$ cat src/rtl/core/lpt_pkg.sv
// shared types and constants of the line protocol tokenizer
package lpt_pkg;

	localparam int MAX_WORD = 32;
	localparam int LEN_W    = $clog2(MAX_WORD + 1);
	localparam int ADDR_W   = (MAX_WORD > 1) ? $clog2(MAX_WORD) : 1;
	localparam int NUM_W    = 31;
	localparam int ACC_W    = NUM_W + 4;
	localparam int M_DATA_W = 40;
	localparam int M_USER_W = 4;

	localparam logic [NUM_W-1:0] NUM_MAX = 31'h7FFF_FFFF;

	localparam logic [7:0] CH_LF  = 8'h0A;
	localparam logic [7:0] CH_CR  = 8'h0D;
	localparam logic [7:0] CH_SP  = 8'h20;
	localparam logic [7:0] CH_TAB = 8'h09;
	localparam logic [7:0] CH_0   = 8'h30;
	localparam logic [7:0] CH_9   = 8'h39;

	typedef enum logic [2:0] {
		K_CHAR  = 3'd0,
		K_NUM   = 3'd1,
		K_WRONG = 3'd2,
		K_EOL   = 3'd3,
		K_ERR   = 3'd4
	} kind_t;

	typedef enum logic [2:0] {
		ST_IDLE,
		ST_WORD,
		ST_DIGITS,
		ST_EOLN,
		ST_ERROR,
		ST_DUMP_SEP,
		ST_DUMP_CR
	} state_t;

	// controller to datapath
	typedef struct packed {
		logic  clear;
		logic  keep;
		logic  accum;
		logic  dump_start;
		logic  dump_adv;
		logic  load;
		kind_t load_kind;
	} cmd_t;

	// datapath to controller
	typedef struct packed {
		logic is_lf;
		logic is_cr;
		logic is_sep;
		logic is_digit;
		logic out_free;
		logic dump_last;
	} sts_t;

endpackage

$ cat src/rtl/core/line_protocol_tokenizer_core.sv
// top level of the line protocol tokenizer
//
// byte stream in on s_tvalid/s_tready/s_tdata, one character per transaction.
// token stream out on m_tvalid/m_tready/m_tdata/m_tuser/m_tlast, one result
// per transaction: word characters, numbers, wrong numbers, end of line, errors.
// m_tlast marks the final result of a token and is always set on non-words.
// a number, end of line or error is presented in the cycle after the byte
// that completes it; the first character of a word follows once the word
// dump has begun and the result register is free. a space, tab or CR that
// ends a word stalls the input while the stored characters are read from
// the word memory and sent one per cycle when the receiver is ready.
// outside a word dump the input is taken whenever the single result register
// is empty or is being emptied in the same cycle; a stalled receiver
// therefore stalls the input after at most one pending result.
// asynchronous reset returns to the start state with no token pending;
// the word memory needs no clearing since only written entries are read.
module line_protocol_tokenizer_core
	import lpt_pkg::*;
(
	input  logic                clk,
	input  logic                arst_n,
	input  logic                s_tvalid,
	output logic                s_tready,
	input  logic [7:0]          s_tdata,  // byte_req
	output logic                m_tvalid,
	input  logic                m_tready,
	output logic [M_DATA_W-1:0] m_tdata,  // number[30:0], character[38:31]
	output logic [M_USER_W-1:0] m_tuser,  // kind[2:0], truncated[3]
	output logic                m_tlast
);

	cmd_t cmd;
	sts_t sts;

	lpt_ctrl u_ctrl (
		.clk      (clk),
		.arst_n   (arst_n),
		.s_tvalid (s_tvalid),
		.s_tready (s_tready),
		.sts      (sts),
		.cmd      (cmd)
	);

	lpt_datapath u_datapath (
		.clk      (clk),
		.arst_n   (arst_n),
		.s_tdata  (s_tdata),
		.cmd      (cmd),
		.sts      (sts),
		.m_tvalid (m_tvalid),
		.m_tready (m_tready),
		.m_tdata  (m_tdata),
		.m_tuser  (m_tuser),
		.m_tlast  (m_tlast)
	);

endmodule

$ cat src/rtl/core/lpt_datapath.sv
// tokenizer datapath: byte classes, word memory, accumulator, output register
module lpt_datapath
	import lpt_pkg::*;
(
	input  logic                clk,
	input  logic                arst_n,
	input  logic [7:0]          s_tdata,
	input  cmd_t                cmd,
	output sts_t                sts,
	output logic                m_tvalid,
	input  logic                m_tready,
	output logic [M_DATA_W-1:0] m_tdata,
	output logic [M_USER_W-1:0] m_tuser,
	output logic                m_tlast
);

	logic [7:0]       mem_q [MAX_WORD];
	logic [7:0]       rd_data_q;
	logic [LEN_W-1:0] len_q;
	logic [LEN_W-1:0] idx_q;
	logic [LEN_W-1:0] idx_d;
	logic [NUM_W-1:0] acc_q;
	logic             ovf_q;
	logic             cut_q;

	logic [LEN_W-1:0] len_b;
	logic [NUM_W-1:0] acc_b;
	logic             ovf_b;
	logic             cut_b;
	logic [NUM_W-1:0] acc_d;
	logic             ovf_d;
	logic             wr_en;
	logic [3:0]       digit;
	logic [ACC_W-1:0] prod_v;

	logic             m_tvalid_q;
	kind_t            kind_q;
	logic [NUM_W-1:0] num_q;
	logic [7:0]       char_q;
	logic             last_q;
	logic             trunc_q;

	always_comb begin
		sts.is_lf     = (s_tdata == CH_LF);
		sts.is_cr     = (s_tdata == CH_CR);
		sts.is_sep    = (s_tdata == CH_SP) || (s_tdata == CH_TAB);
		sts.is_digit  = (s_tdata >= CH_0) && (s_tdata <= CH_9);
		sts.out_free  = !m_tvalid_q || m_tready;
		sts.dump_last = ((idx_q + LEN_W'(1)) == len_q);
	end

	// token state as seen after an optional clear in the same transaction
	always_comb begin
		len_b  = cmd.clear ? '0 : len_q;
		acc_b  = cmd.clear ? '0 : acc_q;
		ovf_b  = cmd.clear ? 1'b0 : ovf_q;
		cut_b  = cmd.clear ? 1'b0 : cut_q;
		wr_en  = cmd.keep && (len_b < LEN_W'(MAX_WORD));
		digit  = 4'(s_tdata - CH_0);
		prod_v = {1'b0, acc_b, 3'b000} + {3'b000, acc_b, 1'b0}
			+ {{NUM_W{1'b0}}, digit};
		acc_d  = acc_b;
		ovf_d  = ovf_b;
		if (cmd.accum && !ovf_b) begin
			if (prod_v > {4'b0000, NUM_MAX}) begin
				ovf_d = 1'b1;
			end else begin
				acc_d = prod_v[NUM_W-1:0];
			end
		end
	end

	always_comb begin
		if (cmd.dump_start) begin
			idx_d = '0;
		end else if (cmd.dump_adv) begin
			idx_d = idx_q + LEN_W'(1);
		end else begin
			idx_d = idx_q;
		end
	end

	always_ff @(posedge clk or negedge arst_n) begin
		if (!arst_n) begin
			len_q <= '0;
			idx_q <= '0;
			acc_q <= '0;
			ovf_q <= 1'b0;
			cut_q <= 1'b0;
		end else begin
			idx_q <= idx_d;
			len_q <= wr_en ? len_b + LEN_W'(1) : len_b;
			cut_q <= cut_b || (cmd.keep && !wr_en);
			acc_q <= acc_d;
			ovf_q <= ovf_d;
		end
	end

	// word memory, read address runs one step ahead of idx_q
	always_ff @(posedge clk) begin
		if (wr_en) begin
			mem_q[len_b[ADDR_W-1:0]] <= s_tdata;
		end
		rd_data_q <= mem_q[idx_d[ADDR_W-1:0]];
	end

	always_ff @(posedge clk or negedge arst_n) begin
		if (!arst_n) begin
			m_tvalid_q <= 1'b0;
		end else if (cmd.load || cmd.dump_adv) begin
			m_tvalid_q <= 1'b1;
		end else if (m_tready) begin
			m_tvalid_q <= 1'b0;
		end
	end

	always_ff @(posedge clk) begin
		if (cmd.dump_adv) begin
			kind_q  <= K_CHAR;
			num_q   <= '0;
			char_q  <= rd_data_q;
			last_q  <= sts.dump_last;
			trunc_q <= cut_q;
		end else if (cmd.load) begin
			kind_q  <= (cmd.load_kind == K_NUM && ovf_q) ? K_WRONG : cmd.load_kind;
			num_q   <= (cmd.load_kind == K_NUM && !ovf_q) ? acc_q : '0;
			char_q  <= '0;
			last_q  <= 1'b1;
			trunc_q <= 1'b0;
		end
	end

	assign m_tvalid = m_tvalid_q;
	assign m_tlast  = last_q;
	assign m_tdata  = {{(M_DATA_W - 39){1'b0}}, char_q, num_q};
	assign m_tuser  = {trunc_q, kind_q};

	a_load_free: assert property (@(posedge clk) disable iff (!arst_n)
		(cmd.load || cmd.dump_adv) |-> sts.out_free)
		else $error("result register overwritten while pending");

	a_dump_nonempty: assert property (@(posedge clk) disable iff (!arst_n)
		(cmd.dump_start || cmd.dump_adv) |-> (len_q != '0))
		else $error("word dump on empty store");

	a_len_bound: assert property (@(posedge clk) disable iff (!arst_n)
		len_q <= LEN_W'(MAX_WORD))
		else $error("word length beyond store");

	a_cut_full: assert property (@(posedge clk) disable iff (!arst_n)
		cut_q |-> (len_q == LEN_W'(MAX_WORD)))
		else $error("cut-off flag set with room left");

	a_clear_len: assert property (@(posedge clk) disable iff (!arst_n)
		(cmd.clear && !cmd.keep) |=> (len_q == '0))
		else $error("token clear left characters");

endmodule

$ cat src/rtl/core/lpt_ctrl.sv
// tokenizer controller: lexer mode and word dump sequencing
module lpt_ctrl
	import lpt_pkg::*;
(
	input  logic clk,
	input  logic arst_n,
	input  logic s_tvalid,
	output logic s_tready,
	input  sts_t sts,
	output cmd_t cmd
);

	state_t state_q;
	state_t state_d;
	logic   accept;

	always_ff @(posedge clk or negedge arst_n) begin
		if (!arst_n) begin
			state_q <= ST_IDLE;
		end else begin
			state_q <= state_d;
		end
	end

	always_comb begin
		state_d       = state_q;
		cmd           = '0;
		cmd.load_kind = K_ERR;
		s_tready      = 1'b0;
		accept        = 1'b0;
		case (state_q)
			ST_IDLE, ST_WORD, ST_DIGITS, ST_EOLN, ST_ERROR: begin
				s_tready = sts.out_free;
			end
			default: begin
				s_tready = 1'b0;
			end
		endcase
		accept = s_tvalid && s_tready;
		case (state_q)
			ST_IDLE: begin
				if (accept) begin
					if (sts.is_lf) begin
						cmd.load = 1'b1;
						state_d  = ST_ERROR;
					end else if (sts.is_sep) begin
						state_d = ST_IDLE;
					end else if (sts.is_digit) begin
						cmd.clear = 1'b1;
						cmd.keep  = 1'b1;
						cmd.accum = 1'b1;
						state_d   = ST_DIGITS;
					end else if (sts.is_cr) begin
						state_d = ST_EOLN;
					end else begin
						cmd.clear = 1'b1;
						cmd.keep  = 1'b1;
						state_d   = ST_WORD;
					end
				end
			end
			ST_WORD: begin
				if (accept) begin
					if (sts.is_lf) begin
						cmd.clear = 1'b1;
						cmd.load  = 1'b1;
						state_d   = ST_ERROR;
					end else if (sts.is_sep) begin
						cmd.dump_start = 1'b1;
						state_d        = ST_DUMP_SEP;
					end else if (sts.is_cr) begin
						cmd.dump_start = 1'b1;
						state_d        = ST_DUMP_CR;
					end else begin
						cmd.keep = 1'b1;
					end
				end
			end
			ST_DIGITS: begin
				if (accept) begin
					if (sts.is_lf) begin
						cmd.clear = 1'b1;
						cmd.load  = 1'b1;
						state_d   = ST_ERROR;
					end else if (sts.is_sep || sts.is_cr) begin
						cmd.load      = 1'b1;
						cmd.load_kind = K_NUM;
						cmd.clear     = 1'b1;
						state_d       = sts.is_cr ? ST_EOLN : ST_IDLE;
					end else if (sts.is_digit) begin
						cmd.keep  = 1'b1;
						cmd.accum = 1'b1;
					end else begin
						// digits collected so far open the word
						cmd.keep = 1'b1;
						state_d  = ST_WORD;
					end
				end
			end
			ST_EOLN: begin
				if (accept) begin
					cmd.load = 1'b1;
					if (sts.is_lf) begin
						cmd.load_kind = K_EOL;
						state_d       = ST_IDLE;
					end else begin
						state_d = ST_ERROR;
					end
				end
			end
			ST_ERROR: begin
				if (accept) begin
					cmd.load = 1'b1;
				end
			end
			ST_DUMP_SEP, ST_DUMP_CR: begin
				if (sts.out_free) begin
					cmd.dump_adv = 1'b1;
					if (sts.dump_last) begin
						cmd.clear = 1'b1;
						state_d   = (state_q == ST_DUMP_CR) ? ST_EOLN : ST_IDLE;
					end
				end
			end
			default: begin
				state_d = ST_ERROR;
			end
		endcase
	end

endmodule
$ cat config.mk
export PLATFORM = sky130hd
export DESIGN_NAME = line_protocol_tokenizer_core
export DESIGN_NICKNAME = d
export VERILOG_FILES = /design/src/rtl/core/lpt_pkg.sv /design/src/rtl/core/line_protocol_tokenizer_core.sv /design/src/rtl/core/lpt_datapath.sv /design/src/rtl/core/lpt_ctrl.sv
export SDC_FILE = /design/constraint.sdc
export NUM_CORES = 1
export LEC_CHECK = 0
export BUFFER_PORTS_ARGS = -buffer_cell sky130_fd_sc_hd__buf_2
export CAP_MARGIN = 5
export CORE_UTILIZATION = 50
export DETAILED_ROUTE_END_ITERATION = 10
export GPL_ROUTABILITY_DRIVEN = 0
export PLACE_DENSITY = 0.69
export SYNTH_ARGS = -nofsm -noshare
export SYNTH_HDL_FRONTEND = slang
export SYNTH_SLANG_ARGS = --single-unit
export TNS_END_PERCENT = 100
$ cat constraint.sdc
create_clock -name clk -period 5.5 [get_ports clk]
set_input_delay 0.825 -clock clk [delete_from_list [all_inputs] [get_ports clk]]
set_output_delay 0.825 -clock clk [all_outputs]
set_load 0.01 [all_outputs]
## Word-level counts from Yosys, hierarchy flattened

Memory sizes are Yosys's and may differ from the RTL's. A register that Yosys moved wholly into a read port is not among the register bits.
Index checks and enable logic that the tools add are counted.

- Bits in registers: 93
- Bits in latches: 0
- Memory bits (writable): 256
- ROM bits: 0
- Input bits: 12
- Word-level logic and storage cells: 150
- Memories: 1

- Add/sub/neg operators: 5
- Multiply operators: 0
- Divide/modulo/power cells: 0
- Order comparisons: 4
- Eq/ne operators: 20
- Shift operators: 0
- Mux-type cells: 82
- Bitwise logic cells: 1
- Reduce and logical (&&, ||, !) cells: 24

Memories:

| memory | depth | width | rd ports | clocked after Yosys merged registers in | write ports | line | source |
|---|---|---|---|---|---|---|---|
| u_datapath.mem_q | 32 | 8 | 1 | 1 | 1 | lpt_datapath.sv:17 | `logic [7:0] mem_q [MAX_WORD];` |

Operators by type and width:

| cell | number |
|---|---|
| $mux W31 | 4 |
| $mux W3 | 22 |
| $add A34 B32 Y35 | 1 |
| $add A35 B4 Y35 | 1 |
| $gt A35 B31 Y1 const B | 1 |
| $mux W1 | 32 |
| $eq A8 B4 Y1 const B | 3 |
| $mux W6 | 4 |
| $mux W2 | 9 |
| $pmux W3 S6 | 1 |
| $mux W8 | 2 |
| $add A6 B1 Y6 const B | 2 |
| $mux W4 | 3 |
| $ne A2 B1 Y1 const B | 5 |
| $eq A3 B3 Y1 const B | 3 |
| $reduce_and A9 Y1 | 1 |
| $eq A8 B6 Y1 const B | 1 |
| $ge A8 B6 Y1 const B | 1 |
| $le A8 B6 Y1 const B | 1 |
| $pmux W1 S4 | 2 |
| $logic_and A1 B1 Y1 | 7 |
| $eq A3 B1 Y1 const B | 2 |
| $eq A3 B2 Y1 const B | 2 |
| $eq A6 B6 Y1 | 1 |
| 15 further kinds | 25 |

## Longest topological paths before layout

- Depth after elaboration: 13
- Depth in mapped cells: 23

## Hierarchy

Synthesis repeated with hierarchy kept, for this count alone.

- Cells, all modules: 1,467
- Area total of the unflattened synthesis: 16,863.7 um2

Modules (own cells, without submodules):

| module | instances | cells each | area an instance (um2) | sequential area each (um2) |
|---|---|---|---|---|
| lpt_datapath | 1 | 1,391 | 16,329.4 | 9,979.6 |
| lpt_ctrl | 1 | 76 | 534.3 | 75.1 |

## Least setup slack after synthesis

Ideal clock, no wire load.

- Path type: input port to flip-flop
- Start: in s_tdata[4]
- End: reg u_datapath.acc_q[13]
- Data arrival time: 5.834 ns
- Path slack: -0.459 ns
- Stages on the path: 20
- Path buffers: 3
- Path through: or3_4 or4_4 nand4_1 nand3_1 o21ba_2 clkbuf_1 clkbuf_1 nand2_1 fa_1 inv_1 ha_1 a211oi_1 o21ai_0 o2111ai_1 a31oi_1 and3_1 a211o_1 nor4b_4 buf_6 mux2_2

- Cells in the longest elaborated chain, start to end: 13
- Elaborated cells on any way between the ends: 33

Ends and longest elaborated chain:

| what | line | source |
|---|---|---|
| start, declared | line_protocol_tokenizer_core.sv:24 | `input logic [7:0] s_tdata,` |
| $ge A8 B6 Y1 (tied with other cells) | lpt_datapath.sv:47 | `sts.is_digit = (s_tdata >= CH_0) && (s_tdata <= CH_9);` |
| $logic_and A1 B1 Y1 (tied with other cells) | lpt_datapath.sv:47 |  |
| $mux W2 or $logic_or A1 B1 Y1 (tied branches) | lpt_ctrl.sv:48, lpt_ctrl.sv:85 |  |
| $mux W3 or $mux W1 (tied branches) | lpt_ctrl.sv:46, lpt_ctrl.sv:85 |  |
| $mux W3 or $mux W1 (tied branches) | lpt_ctrl.sv:43, lpt_ctrl.sv:81 |  |
| $mux W3 (on tied branches) | lpt_ctrl.sv:42, lpt_ctrl.sv:80 |  |
| $pmux W1 S4 | lpt_ctrl.sv:40 | `case (state_q)` |
| $mux W31 | lpt_datapath.sv:55 | `acc_b = cmd.clear ? '0 : acc_q;` |
| $add A34 B32 Y35 | lpt_datapath.sv:60 | `prod_v = {1'b0, acc_b, 3'b000} + {3'b000, acc_b, 1'b0}` |
| $add A35 B4 Y35 | lpt_datapath.sv:61 | `+ {{NUM_W{1'b0}}, digit};` |
| $gt A35 B31 Y1 | lpt_datapath.sv:65 | `if (prod_v > {4'b0000, NUM_MAX}) begin` |
| $mux W31 | lpt_datapath.sv:65 |  |
| $mux W31 * | lpt_datapath.sv:64 | `if (cmd.accum && !ovf_b) begin` |
| net u_datapath.acc_d[13] | lpt_datapath.sv:30 | `logic [NUM_W-1:0] acc_d;` |
| end signal, assigned | lpt_datapath.sv:87 | `acc_q <= '0;` |
| end signal, assigned | lpt_datapath.sv:94 | `acc_q <= acc_d;` |
| end, declared | lpt_datapath.sv:22 | `logic [NUM_W-1:0] acc_q;` |

Mark *: on every way through the listed nets, which the timed path passes. The rest lies on a longest branch.
A chain may end at the register's enable or synchronous reset.

## Worst setup path in the final report

- Start: in s_tdata[7]
- End: reg u_datapath.acc_q[11]

The elaborated chain is that of the path after synthesis.

==> results.md <==
* Routed wire per std cell at 21.4 um
* Post-layout min period at 5.41 ns
* Min Hold Slack at 0.428 ns
* Critical Path RT at 5.89 ns
* Root buffer cell: clkbuf_16
* Die Span Y at 185 um
* GRT Util Overall at 24.4%
* Number of global-route vias before repair at 11576
* Area of the core at 32700 sq um
* FP Rows at 66
* Post-Syn Instances at 1268
* R2R Path End: u_datapath.acc_q[11]
* Bufs on Longest Clock Path at 3
* Post-detail-place hpwl at 27.6 mm
* Synth warn at 0
* Detailed Route WL at 41.6 mm
* Initial Util at 51.1%
* Vias per inst at 5.97
* DR pass1 iterations at 5
* Async set or reset register ratio after synthesis at 13.7%
* Final Max Tran Viols at 0
* Setup Viol. Count Final at 0
* Pwr Density at 449 nW/um^2
* CTS clk-pin slew, worst paths at 0.06 ns
* Clock Sink Count at 357
* Clock Skew at 0.0204 ns
* Static leakage at 7.90 nW
* Worst path slowest cell: fa_1
* Mapped Area at 16700 sq um
* Status: complete, no violations
* Inserted Clock Buffers at 37
* CP Class: in2reg
* CTS tree: built
* CP endpoint kind: flip-flop
* Buffers on Ports at 57
* Critical path cell sequence: buf_2 > or3_4 > or4_4 > nand4_1 > nand3_2 > o21ba_4 > nand2_1 > fa_1 > inv_1 > ha_1 > a211oi_2 > o21ai_2 > o2111ai_2 > a31oi_2 > and3_1 > a211o_1 > nor4b_4 > buf_4 > buf_6 > mux2_1
* Final period util at 98.3%
* Clock Latency Late Sink at 0.53 ns
* Via count at 11583
* Share of layout cells above drive strength 1 at 23.4%
* Worst VDD drop at 0.320 mV
* Post-DRT Antenna Nets at 0
* Synth unique cells at 88
* Die X at 185 um
* Nets at 1548
* Largest net degree at the start of global routing at 65
* First DRT Iteration DRCs at 1005
* Hold_buf cts at 0
* Global-route wire length before repair at 64.0 mm
* R2R Setup Slk at 0.27 ns
* Arrival @ worst endpoint at 5.80 ns
* Worst R2R Path Depth at 20
* List of most frequent post-synthesis cells: edfxtp_1 (266), a21oi_1 (78), nor2_1 (70)
* Crit path largest cell delay at 0.55 ns
* Slew HR at 11.9%
* Syn nets at 1348
* MaxCap Viol Count at 0
* EDFF count, synth at 266
* Worst Setup Start Kind: input port
* Max Fanout on Critical Path at 7
* Total grt overflow at 0
* Final hold violations at 0
* Most frequent cell after synthesis: edfxtp_1
* Top post-synthesis cells by area: edfxtp_1 (48%), dfrtp_1 (7.3%), dfxtp_1 (5.0%), ha_1 (4.9%), mux2i_1 (3.7%)
* Worst r2r src: u_datapath.idx_q[1]
* Sequential-to-total area share from yosys stat at 60.2%
* Ports at 59
* Die Area at 34100 sq um
* Initial antenna violation count at 1
* Drc violations at 0
* #FFs+latches synth at 357
* Slew @ Worst Pin at 1.32 ns
* Top-area cell type share of the netlist area at 47.8%
* Hold Crit Class: in2async
* Syn Area/Cell at 13.2 sq um
* Area Growth Syn to Fin at 19.3%
* Htree depth at 2
* Synth area leader: edfxtp_1
* Predominant post-synthesis flop cell: edfxtp_1
* Final TNS setup at 0 ns
* Fmax at 0.185 GHz
-- final cells by class --
cell class	count	area, sq um
Fill cell	2556	12800
Sequential cell	357	10100
Multi-Input combinational cell	819	6390
Timing Repair Buffer	219	1520
Clock buffer	50	1060
Tap cell	442	553
Clock inverter	18	223
Inverter	34	133
Antenna cell	1	2.50
-- layout by cell type (no fill, tap or decap), types with 29 or more instances in the layout --
cell	count
mux2i_1	62
o221ai_1	40
buf_2	58
clkbuf_16	38
a22o_1	32
a21oi_1	74
o21ai_0	47
inv_1	32
nor2_1	68
buf_4	157
and2_1	37
dfrtp_1	48
dfxtp_1	42
ha_1	62
nand2_1	63
edfxtp_1	266
xnor2_1	29
-- worst max-delay path: cells and delay by family --
| family | cells | cell delay (ns) |
|---|---|---|
| mux | 1 | 0.34 |
| buf+inv | 4 | 0.52 |
| fa+ha+maj | 2 | 0.87 |
| simple gates | 7 | 1.79 |
| compound gates | 6 | 1.42 |
-- state kept, by name, summed over array words and instances, names as in the netlist --
register / flops
u_datapath.m_tvalid: 1
u_ctrl.state_q: 3
u_datapath.cut_q: 1
u_datapath.trunc_q: 1
u_datapath.rd_data_q: 8
u_datapath.acc_q: 31
u_datapath.ovf_q: 1
u_datapath.kind_q: 3
u_datapath.char_q: 8
u_datapath.m_tlast: 1
u_datapath.len_q: 6
u_datapath.idx_q: 6
u_datapath.mem_q: 256
u_datapath.num_q: 31
-- metrics by stage --
| stage | utilization, % | total power, mW | cells | worst slack, ns | area (sq um) |
|---|---|---|---|---|---|
| after global placement | 56.5 | 6.26 | 1863 | -0.266 | 18500 |
| after detailed placement | 56.5 | 6.30 | 1863 | -0.391 | 18500 |
| after global routing | 61.0 | 9.33 | 1940 | -0.0581 | 19900 |
| after floorplan | - | 5.39 | 1268 | 0.00551 | 16800 |
| final | 61.0 | 8.95 | 1940 | 0.0942 | 19900 |
| after CTS | 60.5 | 8.90 | 1931 | 0.0459 | 19800 |
-- per-layer routing --
metal / GRT usage (%) / vias up / wire (um)
met2: 42.0 / 404 / 20500
met3: 3.46 / 75 / 2620
met5: 0 / - / 0
met4: 8.63 / 0 / 1220
li1: - / 5360 / -
met1: 31.6 / 5744 / 17300
-- worst max path at each step --
stage                        start                   end  slack (ns)  cells after the start
2_1_floorplan           s_tdata[4]  u_datapath.acc_q[13]       0.006                     20
3_3_place_gp            s_tdata[7]  u_datapath.acc_q[16]       -0.27                     20
3_5_place_dp            s_tdata[7]  u_datapath.acc_q[14]       -0.39                     20
4_1_cts        u_datapath.idx_q[1]  u_datapath.acc_q[14]        0.05                     21
5_1_grt                 s_tdata[7]  u_datapath.acc_q[21]       -0.06                     20
6_report                s_tdata[7]  u_datapath.acc_q[11]        0.09                     20
-- power breakdown --
group | switching, mW | total [mW] | internal [mW]
logic | 2.03 | 3.15 | 1.12
clock network | 1.04 | 2.59 | 1.55
registers | 0.120 | 3.21 | 3.09
total | 3.19 | 8.95 | 5.76
-- logic make-up after synthesis --
kind of cell	count (synthesis)	share of synthesized area (%)
and+or+nand+nor	277	8.94
AOI/OAI and AO/OA	331	14.2
buffers and inverters	94	2.58
DFF	357	60.2
other	1	0.0225
adders and majority gates	68	5.18
xor gates and xnor gates	44	2.31
muxes	96	6.55
-- repair_timing --
| item | 4_1_cts | 5_1_grt |
|---|---|---|
| gates resized for setup | 1 | 20 |
| pin swaps | 0 | 8 |
| buffers inserted | 0 | 5 |
| endpoints found under the setup margin | 4 | 31 |
| gates cloned | 0 | 3 |
(Power assumes the default switching activity.)
